### src/sv/ftr_pkg.sv
// Shared types and constants for the fat tree port router.
package ftr_pkg;

  localparam int DEST_W = 16;
  localparam int PORT_W = 7;
  localparam int HR_W = 7;
  localparam int LVL_W = 3;
  localparam int LEV_W = 4;
  localparam int IDX_W = 16;
  localparam int OUT_W = 16;
  localparam int CFG_DATA_W = 16;
  localparam int CFG_IDX_W = 2;

  // Divisor width: powers of the half radix saturate at 2**DEST_W.
  localparam int DIV_W = DEST_W + 1;
  localparam int RECIP_SHIFT = 2 * DEST_W;
  localparam int RECIP_W = RECIP_SHIFT + 1;

  localparam logic [LEV_W-1:0] MAX_LEVELS = LEV_W'(8);
  localparam logic [DIV_W-1:0] POW_SAT = {1'b1, {DEST_W{1'b0}}};
  localparam logic [RECIP_W-1:0] RECIP_ONE = {1'b1, {RECIP_SHIFT{1'b0}}};

  localparam logic [CFG_IDX_W-1:0] REG_DOWN_PORTS = 2'd0;
  localparam logic [CFG_IDX_W-1:0] REG_TREE_LEVELS = 2'd1;
  localparam logic [CFG_IDX_W-1:0] REG_ROUTER_LEVEL = 2'd2;
  localparam logic [CFG_IDX_W-1:0] REG_ROUTER_INDEX = 2'd3;

  localparam logic [1:0] JOB_M1 = 2'd0;
  localparam logic [1:0] JOB_M2 = 2'd1;
  localparam logic [1:0] JOB_MH = 2'd2;
  localparam logic [1:0] JOB_GRP = 2'd3;

  typedef enum logic [1:0] {
    ST_POW,
    ST_DIV_LOAD,
    ST_DIV_RUN,
    ST_DONE
  } ftr_setup_state_t;

  typedef struct packed {
    logic busy;
    logic top;
    logic [HR_W-1:0] hr;
    logic [DIV_W-1:0] d1;
    logic [DIV_W-1:0] d2;
    logic [RECIP_W-1:0] m1;
    logic [RECIP_W-1:0] m2;
    logic [RECIP_W-1:0] mh;
    logic [DEST_W-1:0] grp_r;
  } ftr_route_cfg_t;

endpackage

### src/sv/fat_tree_port_router.sv
// Top level of the fat tree port router.
//
//   channel   direction  handshake              word
//   in        input      in_valid / in_ready    dest_endpoint, arrival_port
//   out       output     out_valid / out_ready  egress_port
//   cfg       input      cfg_we                 cfg_index, cfg_data
//
// One word is accepted per cycle while in_ready is high; it passes five register
// stages, and its result leaves the last of them on egress_port.
// After reset and after every configuration write a setup pass computes the
// divisors and reciprocals with one serial divider; it first forms the powers of
// the half radix and then runs four divisions, and in_ready stays low meanwhile.
// Reset is synchronous and clears all valid bits.
// A stalled output holds its word; each stage moves on only when the next has room.
module fat_tree_port_router import ftr_pkg::*; (
  input  logic                  clk,
  input  logic                  rst,
  input  logic                  in_valid,
  output logic                  in_ready,
  input  logic [DEST_W-1:0]     dest_endpoint,
  input  logic [PORT_W-1:0]     arrival_port,
  output logic                  out_valid,
  input  logic                  out_ready,
  output logic [OUT_W-1:0]      egress_port,
  input  logic                  cfg_we,
  input  logic [CFG_IDX_W-1:0]  cfg_index,
  input  logic [CFG_DATA_W-1:0] cfg_data
);

  ftr_route_cfg_t route_cfg;

  ftr_setup u_setup (
    .clk(clk),
    .rst(rst),
    .cfg_we(cfg_we),
    .cfg_index(cfg_index),
    .cfg_data(cfg_data),
    .route_cfg(route_cfg)
  );

  ftr_pipe u_pipe (
    .clk(clk),
    .rst(rst),
    .route_cfg(route_cfg),
    .in_valid(in_valid),
    .in_ready(in_ready),
    .dest_endpoint(dest_endpoint),
    .arrival_port(arrival_port),
    .out_valid(out_valid),
    .out_ready(out_ready),
    .egress_port(egress_port)
  );

  a_reset_clears_out: assert property (@(posedge clk) rst |=> !out_valid)
    else $error("output valid after reset");

  a_cfg_blocks_input: assert property (@(posedge clk) disable iff (rst)
    cfg_we |=> !in_ready)
    else $error("input accepted during setup pass");

  a_ready_low_cause: assert property (@(posedge clk) disable iff (rst)
    (!in_ready && !route_cfg.busy) |-> (out_valid && !out_ready))
    else $error("input stalled without output backpressure");

endmodule

### src/sv/ftr_div.sv
// Bit-serial restoring divider used for the setup pass.
module ftr_div import ftr_pkg::*; (
  input  logic               clk,
  input  logic               rst,
  input  logic               start,
  input  logic [RECIP_W-1:0] dividend,
  input  logic [DIV_W-1:0]   divisor,
  output logic               done,
  output logic [RECIP_W-1:0] quotient
);

  localparam int CNT_W = $clog2(RECIP_W);

  logic [DIV_W-1:0] rem;
  logic [RECIP_W-1:0] dvd;
  logic [DIV_W-1:0] dsr;
  logic [CNT_W-1:0] cnt;
  logic running;
  logic [DIV_W:0] rem_sh;
  logic qbit;
  logic [DIV_W-1:0] rem_next;

  always_comb begin
    rem_sh = {rem, dvd[RECIP_W-1]};
    qbit = rem_sh >= {1'b0, dsr};
    rem_next = qbit ? DIV_W'(rem_sh - {1'b0, dsr}) : rem_sh[DIV_W-1:0];
  end

  always_ff @(posedge clk) begin
    if (rst) begin
      running <= 1'b0;
      done <= 1'b0;
      cnt <= '0;
    end else begin
      done <= 1'b0;
      if (start) begin
        rem <= '0;
        dvd <= dividend;
        dsr <= divisor;
        cnt <= '0;
        running <= 1'b1;
      end else if (running) begin
        rem <= rem_next;
        dvd <= {dvd[RECIP_W-2:0], qbit};
        cnt <= cnt + CNT_W'(1);
        if (cnt == CNT_W'(RECIP_W - 1)) begin
          running <= 1'b0;
          done <= 1'b1;
        end
      end
    end
  end

  assign quotient = dvd;

endmodule

### src/sv/ftr_setup.sv
// Configuration registers and the setup sequencer for divisors and reciprocals.
module ftr_setup import ftr_pkg::*; (
  input  logic                  clk,
  input  logic                  rst,
  input  logic                  cfg_we,
  input  logic [CFG_IDX_W-1:0]  cfg_index,
  input  logic [CFG_DATA_W-1:0] cfg_data,
  output ftr_route_cfg_t        route_cfg
);

  logic [HR_W-1:0] down_ports;
  logic [LEV_W-1:0] tree_levels;
  logic [LVL_W-1:0] router_level;
  logic [IDX_W-1:0] router_index;

  ftr_setup_state_t state, state_next;

  logic [HR_W-1:0] hr;
  logic [LEV_W-1:0] levels;
  logic [LEV_W-1:0] lvl_plus;
  logic top;

  logic [DIV_W-1:0] p;
  logic [DIV_W+HR_W-1:0] pprod;
  logic [DIV_W-1:0] p_sat;
  logic [LEV_W-1:0] k;
  logic [1:0] job;

  logic [DIV_W-1:0] d1;
  logic [DIV_W-1:0] d2;
  logic [RECIP_W-1:0] m1;
  logic [RECIP_W-1:0] m2;
  logic [RECIP_W-1:0] mh;
  logic [DEST_W-1:0] grp_r;

  logic div_start;
  logic div_done;
  logic busy;
  logic [RECIP_W-1:0] div_dividend;
  logic [DIV_W-1:0] div_divisor;
  logic [RECIP_W-1:0] div_quotient;

  always_comb begin
    hr = (down_ports == '0) ? HR_W'(1) : down_ports;
    levels = (tree_levels > MAX_LEVELS) ? MAX_LEVELS : tree_levels;
    lvl_plus = {1'b0, router_level} + LEV_W'(1);
    top = (levels != '0) && (lvl_plus == levels);
    pprod = p * hr;
    p_sat = (pprod > (DIV_W + HR_W)'(POW_SAT)) ? POW_SAT : pprod[DIV_W-1:0];
  end

  always_ff @(posedge clk) begin
    if (rst) begin
      down_ports <= HR_W'(2);
      tree_levels <= LEV_W'(1);
      router_level <= '0;
      router_index <= '0;
    end else if (cfg_we) begin
      unique case (cfg_index)
        REG_DOWN_PORTS: down_ports <= cfg_data[HR_W-1:0];
        REG_TREE_LEVELS: tree_levels <= cfg_data[LEV_W-1:0];
        REG_ROUTER_LEVEL: router_level <= cfg_data[LVL_W-1:0];
        REG_ROUTER_INDEX: router_index <= cfg_data[IDX_W-1:0];
        default: ;
      endcase
    end
  end

  always_comb begin
    state_next = state;
    unique case (state)
      ST_POW: begin
        if (k == lvl_plus) state_next = ST_DIV_LOAD;
      end
      ST_DIV_LOAD: state_next = ST_DIV_RUN;
      ST_DIV_RUN: begin
        if (div_done) state_next = (job == JOB_GRP) ? ST_DONE : ST_DIV_LOAD;
      end
      ST_DONE: state_next = ST_DONE;
      default: state_next = ST_POW;
    endcase
    if (cfg_we) state_next = ST_POW;
  end

  always_comb begin
    div_start = (state == ST_DIV_LOAD);
    busy = (state != ST_DONE);
  end

  always_comb begin
    div_dividend = (job == JOB_GRP) ? RECIP_W'(router_index) : RECIP_ONE;
    case (job)
      JOB_M2: div_divisor = d2;
      JOB_MH: div_divisor = DIV_W'(hr);
      default: div_divisor = d1;
    endcase
  end

  always_ff @(posedge clk) begin
    if (rst) begin
      state <= ST_POW;
      k <= '0;
      p <= DIV_W'(1);
      job <= JOB_M1;
    end else begin
      state <= state_next;
      if (cfg_we) begin
        k <= '0;
        p <= DIV_W'(1);
        job <= JOB_M1;
      end else if (state == ST_POW) begin
        if (k == {1'b0, router_level}) d1 <= p;
        if (k == lvl_plus) d2 <= p;
        else begin
          p <= p_sat;
          k <= k + LEV_W'(1);
        end
      end else if (state == ST_DIV_RUN && div_done) begin
        case (job)
          JOB_M1: m1 <= div_quotient;
          JOB_M2: m2 <= div_quotient;
          JOB_MH: mh <= div_quotient;
          default: grp_r <= div_quotient[DEST_W-1:0];
        endcase
        job <= job + 2'd1;
      end
    end
  end

  ftr_div u_div (
    .clk(clk),
    .rst(rst),
    .start(div_start),
    .dividend(div_dividend),
    .divisor(div_divisor),
    .done(div_done),
    .quotient(div_quotient)
  );

  always_comb begin
    route_cfg.busy = busy;
    route_cfg.top = top;
    route_cfg.hr = hr;
    route_cfg.d1 = d1;
    route_cfg.d2 = d2;
    route_cfg.m1 = m1;
    route_cfg.m2 = m2;
    route_cfg.mh = mh;
    route_cfg.grp_r = grp_r;
  end

endmodule

### src/sv/ftr_pipe.sv
// Five-stage routing pipeline: reciprocal divides, corrections and port select.
module ftr_pipe import ftr_pkg::*; (
  input  logic              clk,
  input  logic              rst,
  input  ftr_route_cfg_t    route_cfg,
  input  logic              in_valid,
  output logic              in_ready,
  input  logic [DEST_W-1:0] dest_endpoint,
  input  logic [PORT_W-1:0] arrival_port,
  output logic              out_valid,
  input  logic              out_ready,
  output logic [OUT_W-1:0]  egress_port
);

  localparam int PROD_W = DEST_W + RECIP_W;
  localparam int PPROD_W = PORT_W + RECIP_W;

  logic v1, v2, v3, v4, v5;
  logic adv1, adv2, adv3, adv4, adv5;

  logic [PROD_W-1:0] mul1, mul2;
  logic [PPROD_W-1:0] mulp;

  logic [DEST_W-1:0] s1_dest, s1_q1e, s1_q2e;
  logic [PORT_W-1:0] s1_port, s1_qpe;

  logic [DEST_W+DIV_W-1:0] pr1_full, pr2_full;
  logic [PORT_W+HR_W-1:0] prp_full;
  logic [DEST_W-1:0] s2_dest, s2_q1e, s2_q2e, s2_pr1, s2_pr2;
  logic [PORT_W-1:0] s2_port, s2_prp;

  logic [DEST_W-1:0] r1, r2;
  logic [PORT_W-1:0] rp;
  logic [DEST_W-1:0] s3_q1, s3_q2;
  logic [PORT_W-1:0] s3_pmod;

  logic [DEST_W+HR_W-1:0] mulh_full;
  logic [DEST_W-1:0] s4_q1, s4_mul;
  logic [PORT_W-1:0] s4_pmod;
  logic s4_mism;

  logic [OUT_W-1:0] res;
  logic [OUT_W-1:0] s5_res;

  always_comb begin
    adv5 = !v5 || out_ready;
    adv4 = !v4 || adv5;
    adv3 = !v3 || adv4;
    adv2 = !v2 || adv3;
    adv1 = !v1 || adv2;
    in_ready = adv1 && !route_cfg.busy;
  end

  always_ff @(posedge clk) begin
    if (rst) begin
      v1 <= 1'b0;
      v2 <= 1'b0;
      v3 <= 1'b0;
      v4 <= 1'b0;
      v5 <= 1'b0;
    end else begin
      if (adv1) v1 <= in_valid && !route_cfg.busy;
      if (adv2) v2 <= v1;
      if (adv3) v3 <= v2;
      if (adv4) v4 <= v3;
      if (adv5) v5 <= v4;
    end
  end

  // The reciprocal estimate of each quotient is exact or one short.
  always_comb begin
    mul1 = dest_endpoint * route_cfg.m1;
    mul2 = dest_endpoint * route_cfg.m2;
    mulp = arrival_port * route_cfg.mh;
  end

  always_ff @(posedge clk) begin
    if (adv1) begin
      s1_dest <= dest_endpoint;
      s1_port <= arrival_port;
      s1_q1e <= mul1[RECIP_SHIFT +: DEST_W];
      s1_q2e <= mul2[RECIP_SHIFT +: DEST_W];
      s1_qpe <= mulp[RECIP_SHIFT +: PORT_W];
    end
  end

  always_comb begin
    pr1_full = s1_q1e * route_cfg.d1;
    pr2_full = s1_q2e * route_cfg.d2;
    prp_full = s1_qpe * route_cfg.hr;
  end

  always_ff @(posedge clk) begin
    if (adv2) begin
      s2_dest <= s1_dest;
      s2_port <= s1_port;
      s2_q1e <= s1_q1e;
      s2_q2e <= s1_q2e;
      s2_pr1 <= pr1_full[DEST_W-1:0];
      s2_pr2 <= pr2_full[DEST_W-1:0];
      s2_prp <= prp_full[PORT_W-1:0];
    end
  end

  always_comb begin
    r1 = s2_dest - s2_pr1;
    r2 = s2_dest - s2_pr2;
    rp = s2_port - s2_prp;
  end

  always_ff @(posedge clk) begin
    if (adv3) begin
      s3_q1 <= s2_q1e + DEST_W'({1'b0, r1} >= route_cfg.d1);
      s3_q2 <= s2_q2e + DEST_W'({1'b0, r2} >= route_cfg.d2);
      s3_pmod <= (rp >= route_cfg.hr) ? PORT_W'(rp - route_cfg.hr) : rp;
    end
  end

  assign mulh_full = s3_q2 * route_cfg.hr;

  always_ff @(posedge clk) begin
    if (adv4) begin
      s4_q1 <= s3_q1;
      s4_mul <= mulh_full[DEST_W-1:0];
      s4_pmod <= s3_pmod;
      s4_mism <= s3_q2 != route_cfg.grp_r;
    end
  end

  always_comb begin
    if (route_cfg.top) begin
      res = OUT_W'(s4_q1);
    end else if (s4_mism) begin
      res = OUT_W'(s4_pmod) + OUT_W'(route_cfg.hr);
    end else begin
      res = OUT_W'(s4_q1 - s4_mul);
    end
  end

  always_ff @(posedge clk) begin
    if (adv5) s5_res <= res;
  end

  assign out_valid = v5;
  assign egress_port = s5_res;

endmodule
### config.mk
export PLATFORM = sky130hd
export DESIGN_NAME = fat_tree_port_router
export DESIGN_NICKNAME = d
export VERILOG_FILES = /design/src/sv/ftr_pkg.sv /design/src/sv/fat_tree_port_router.sv /design/src/sv/ftr_div.sv /design/src/sv/ftr_setup.sv /design/src/sv/ftr_pipe.sv
export SDC_FILE = /design/constraint.sdc
export NUM_CORES = 2
export LEC_CHECK = 0
export ABC_AREA = 1
export BUFFER_PORTS_ARGS = -buffer_cell sky130_fd_sc_hd__buf_2
export CAP_MARGIN = 25
export CORE_AREA = 2 2 514 516
export DETAILED_ROUTE_END_ITERATION = 8
export DIE_AREA = 0 0 516 518
export PLACE_DENSITY = 0.56
export SYNTH_ARGS = -nofsm -noshare
export SYNTH_HDL_FRONTEND = slang
export SYNTH_SLANG_ARGS = --single-unit
### constraint.sdc
create_clock -name clk -period 8.1 [get_ports clk]
set_clock_uncertainty 0.2 [all_clocks]
set_input_delay 0.405 -clock clk [delete_from_list [all_inputs] [get_ports clk]]
set_output_delay 0.405 -clock clk [all_outputs]
set_load 0.05 [all_outputs]
* Yosys cells after proc, flatten, opt, wreduce, memory -nomap -nowiden
Cells that the tools add are included. Widths: inputs -> output; s select.
Storage, ports and cells: memories 0, latch bits 0, bits in read-only memories 0, word-level logic and storage cells 155, output and inout bits 18, register bits after elaboration 535, input port bits 46, memory bits (writable) 0
Operators by class: $add $sub $neg 13, $mul 8, bitwise operators 6, reduce and logical (&&, ||, !) cells 40, shifts and indexed selects 0, $lt $le $gt $ge 6, divide/modulo/power cells 0, multiplexer cells 20, eq/ne operators 17
Operators with widths (count):
- $mux 33 | 3
- $mul 16x33->48 | 2
- $mux 17 | 3
- $sub 16x16->16 | 3
- $mul 7x33->39 | 1
- $ge 16x17->1 | 2
- $mul 16x17->16 | 2
- $pmux 17 s2 | 1
- $add 16x1->16 | 2
- $mux 16 | 2
- $gt 24x17->1 const B | 1
- $mul 17x7->24 | 1
- $reduce_and 5->1 | 4
- $ge 18x17->1 | 1
- $reduce_and 2->1 | 9
- $sub 17x17->17 | 1
- $mul 16x7->16 | 1
- $ne 16x16->1 | 1
- $mux 7 | 2
- $sub 7x7->7 | 2
- $eq 2x2->1 const B | 6
- $add 7x7->8 | 1
- $eq 4x4->1 | 2
- $pmux 2 s4 | 1
- other kinds (26) | 56

* Longest topological paths before layout
word-level depth 7, mapped depth 34, depth with buffers taken out 34

* Modules after synthesis
A second synthesis with hierarchy kept.
Unflattened totals: cell total of the unflattened synthesis 10207, area, all modules 81385.6 sq um
Modules (own cells, without submodules):
- ftr_pipe | seq. area each 7637.3 sq um, times used 1, cells an instance 8392, area each 65282.6 sq um
- ftr_setup | seq. area each 5575.3 sq um, times used 1, cells an instance 1307, area each 11903.9 sq um
- ftr_div | seq. area each 2172.1 sq um, times used 1, cells an instance 508, area each 4199.0 sq um

* Worst setup path before layout
OpenSTA, ideal clock, no wires.
path type flip-flop to flip-flop, from reg u_pipe.v5, in the netlist u_pipe.out_valid, to reg u_pipe.s1_dest[0], enable pin, path buffers 0, library setup time 0.417 ns, stages on the path, launching flop included 12, clock period less this slack 6.844 ns, arrival time 6.227 ns, required time 7.483 ns, path slack 1.256 ns, cells stage by stage dfxtp_1 > inv_1 > nor2_1 > inv_1 > nor2_1 > inv_1 > nor2_1 > inv_1 > nor2_1 > inv_1 > nor2_1 > inv_1
On the way: word-level cells in the longest chain between the ends 6
Ends and longest elaborated chain:
- from (decl) | line ftr_pipe.sv:18 | logic v1, v2, v3, v4, v5;
- from (signal assigned) | line ftr_pipe.sv:66 | if (adv5) v5 <= v4;
- $logic_not 1->1 | line ftr_pipe.sv:46 | adv5 = !v5 || out_ready;
- $logic_or 1x1->1 | line ftr_pipe.sv:46
- net u_pipe.adv5 | line ftr_pipe.sv:19 | logic adv1, adv2, adv3, adv4, adv5;
- $logic_or 1x1->1 | line ftr_pipe.sv:47 | adv4 = !v4 || adv5;
- net u_pipe.adv4 | line ftr_pipe.sv:19
- $logic_or 1x1->1 | line ftr_pipe.sv:48 | adv3 = !v3 || adv4;
- net u_pipe.adv3 | line ftr_pipe.sv:19
- $logic_or 1x1->1 | line ftr_pipe.sv:49 | adv2 = !v2 || adv3;
- net u_pipe.adv2 | line ftr_pipe.sv:19
- $logic_or 1x1->1 | line ftr_pipe.sv:50 | adv1 = !v1 || adv2;
- to (signal assigned) | line ftr_pipe.sv:79 | s1_dest <= dest_endpoint;
- to (decl) | line ftr_pipe.sv:24 | logic [DEST_W-1:0] s1_dest, s1_q1e, s1_q2e;
The timed path passes the listed nets, and every way through them passes these cells. A chain may end at the register's enable or synchronous reset.

* Worst setup path after layout
from reg u_setup.m2[16], to reg u_pipe.s1_q2e[8], data pin
On the way: word-level cells in the longest chain between the ends 1
Ends and longest elaborated chain:
- from (decl) | line ftr_setup.sv:32 | logic [RECIP_W-1:0] m2;
- from (signal assigned) | line ftr_setup.sv:121 | JOB_M2: m2 <= div_quotient;
- $mul 16x33->48 | line ftr_pipe.sv:73 | mul2 = dest_endpoint * route_cfg.m2;
- net u_pipe.mul2[40] | line ftr_pipe.sv:21 | logic [PROD_W-1:0] mul1, mul2;
- to (signal assigned) | line ftr_pipe.sv:82 | s1_q2e <= mul2[RECIP_SHIFT +: DEST_W];
- to (decl) | line ftr_pipe.sv:24
The timed path passes the listed nets, and every way through them passes these cells.

==> results.md <==
* Grt met2 use at 28.4%
* Iter 0 DRT Violations at 3573
* Vias in the first global route at 60.5k
* Least-Margin Pin Slew at 1.09 ns
* GR peak layer: met2
* First-pass GRT wire length at 342000 um
* CP Data Required Time at 8.31 ns
* Ys flop type: edfxtp_1
* Logic gate share of total power at 76.5%
* Leakage at 0.0432 uW
* Largest net degree at the start of global routing at 68
* Cell Int Power at 17300 uW
* Final period util at 81.4%
* Final setup viols at 0
* Die ar. at 267000 um2
* Final WS setup at 1.51 ns
* Wirelength per Cell at 16.7 um
* Chip height at 518 um
* Final Wtd Congestion at 0.899
* Synth warnings at 0
* Worst-path maximum fanout at 16
* Mapped Area at 78200 um2
* Post-Syn Nets at 11.3k
* Library cells used by synthesis at 52
* Residual DRC count at 0
* Worst Path Arrival at 6.80 ns
* Layout cells sized above 1 at 3.02%
* Async SR Flop Fraction at 0%
* Post-Route Utilization at 32.3%
* H-tree levels at 2
* CORE AREA at 262000 um2
* Upper clock frequency limit at 152 MHz
* Final Cell Area at 84500 um2
* WS Path Type: reg2reg
* Clk pwr share at 8.0%
* Part of the power in registers at 15.5%
* Horiz. Die Dim at 516 um
* Dpl cells at 12.6k
* Switching pwr at 18800 uW
* Placed cell area at 82100 um2
* Rows at 188
* Power density cells at 427 nW/um2
* Clk_lat worst skew at 0.70 ns
* Via Count at 58.0k
* Seq cells post-synth at 535
* DP Wirelength at 167000 um
* Mapped Cells at 9347
* Setup Buffers After CTS at 0
* Clock transition at path regs at 0.06 ns
* Port Buffers at 63
* Area added between synthesis and finish at 8.04%
* Overflow after GRT at 0
* DRT Wirelength at 213000 um
* Met1 Use GR at 21.2%
* Sw Ratio at 52.1%
* Clock tree root buffer cell: clkbuf_16
* Global Route Usage Sum at 16.1%
* Dpl ws at 1.33 ns
* Deepest clock path buffer count at 3
* Cts hold-fix bufs at 29
* TritonRoute pass-1 iters at 5
* Peak supply drop at 0.907 mV
* Post-synth EDFFs at 467
* Clock Sink Count at 535
* Startpoint types: flip-flop
* Top-Level Pins at 64
* Antenna-violating nets left at 0
* Setup TNS at 0 ns
* Min Tclk post-route at 6.59 ns
* Inserted Clock Buffers at 58
* Post-cts resize count at 0
* Fin. Hold Viols at 0
* Final Net Count at 11.1k
* Max Cap Violations at 0
* Register area share after synthesis at 19.7%
* Hold WC Path Type: in2reg
* Slew headroom at 27.2%
* Vias per Instance at 4.55
* Grt met3 use at 1.59%
* Initial Util at 29.9%
* Initial antenna violation count at 10
* Status: complete, no violations
* Pins over their slew limit at 0
* TritonCTS clock tree: yes
* Crit path capture type: flip-flop
* Final Non-Filler Cells at 12.8k
* Syn avg cell area at 8.37 um2
* RSZ-0062 raised after global routing: false
## sequential cells by signal, summed over array words and instances (netlist names), 17 cells and up
name	flops
u_setup.m1	33
u_setup.m2	33
u_setup.mh	33
u_setup.u_div.quotient	33
u_setup.d1	17
u_setup.d2	17
u_setup.p	17
u_setup.u_div.dsr	17
u_setup.u_div.rem	17
## cell families (layout without fill, tap and decap cells)
family          after synthesis  in the layout  share of synthesized area (%)
other cells                   0             11                              0
xor+xnor                    266            266                           2.98
simple gates               3129           3129                           15.8
buf+inv                    2774           2652                           13.4
compound gates              748            748                           5.21
flops                       535            535                           19.7
fa+ha+maj                  1895           1895                           42.9
## cell usage after synthesis (17+ instances only)
| cell | count | area [um2] |
|---|---|---|
| nand2_1 | 2473 | 9280 |
| inv_1 | 2368 | 8890 |
| fa_1 | 1312 | 26300 |
| ha_1 | 583 | 7290 |
| edfxtp_1 | 467 | 14000 |
| a21oi_1 | 363 | 1820 |
| nor2_1 | 337 | 1260 |
| clkbuf_1 | 320 | 1200 |
| o21ai_0 | 249 | 1250 |
| xor2_1 | 154 | 1350 |
| nand3_1 | 140 | 701 |
| xnor2_1 | 112 | 981 |
| dfxtp_1 | 68 | 1360 |
| nand4_1 | 66 | 413 |
| nor3_1 | 54 | 270 |
| buf_1 | 53 | 199 |
| a21o_1 | 26 | 195 |
| a31oi_1 | 22 | 138 |
| o21bai_1 | 17 | 128 |
## power groups by stage
stage | registers, uW | logic [uW] | clock network, uW
final | 5590 | 27600 | 2880
after global routing | 5640 | 32000 | 3040
after CTS | 5590 | 27800 | 2960
after detailed placement | 5640 | 27500 | 0
after global placement | 5640 | 27500 | 0
after floorplan | 5110 | 21200 | 0
## layer usage
metal / wire, um / vias to the layer above
met4: 5560 / 4
li1: - / 27400
met1: 91700 / 29000
met2: 105000 / 1377
met5: 31 / -
met3: 11000 / 248
## cells in the final DEF, fill, tap and decap left out, drive strengths merged, types with 154 or more instances in the layout
master / count
nand2: 2477
inv: 2377
fa: 1312
ha: 583
edfxtp: 467
a21oi: 364
nor2: 345
o21ai: 251
xor2: 154
## area by class of cell
type | count | area [um2]
clock inverters | 48 | 574
fillers | 27700 | 177000
well taps | 3515 | 4400
multi-input cells | 6038 | 52400
diodes | 11 | 27.5
clock buffers | 61 | 1460
repair buffers | 172 | 1370
flip-flops and latches | 535 | 15400
inverters | 2371 | 8900
## metrics by stage
step                      power [uW]  hold slack [ns]
after CTS                      36400           0.0410
final                          36000           0.0921
after global routing           40700           0.0502
after global placement         33100            0.201
after floorplan                26400            0.200
after detailed placement       33200            0.205
## final timing paths
| path | from | to | slack (ns) | cells after the start |
|---|---|---|---|---|
| worst min register to register | u_pipe.s1_dest[15] | u_pipe.s2_dest[15] | 0.22 | 0 |
| worst min-delay path | dest_endpoint[5] | u_pipe.s1_dest[5] | 0.09 | 1 |
| worst max-delay path | u_setup.m2[16] | u_pipe.s1_q2e[8] | 1.51 | 21 |
| worst max register to register | u_setup.m2[16] | u_pipe.s1_q2e[8] | 1.51 | 21 |
## critical path, cell delays in order (launching register included)
cell,delay (ns)
edfxtp_1,1.02
nand2_1,0.18
fa_1,0.58
inv_1,0.06
fa_1,0.53
inv_1,0.05
fa_1,0.49
inv_1,0.05
fa_1,0.52
inv_1,0.06
fa_1,0.48
inv_1,0.05
fa_1,0.44
ha_1,0.33
nand2_1,0.09
nor2_1,0.22
nand2_1,0.11
nor4_1,0.26
nand3_1,0.12
nand3_1,0.22
a21oi_1,0.12
xnor2_1,0.15
No activity file was read; power rests on OpenSTA's default activity.
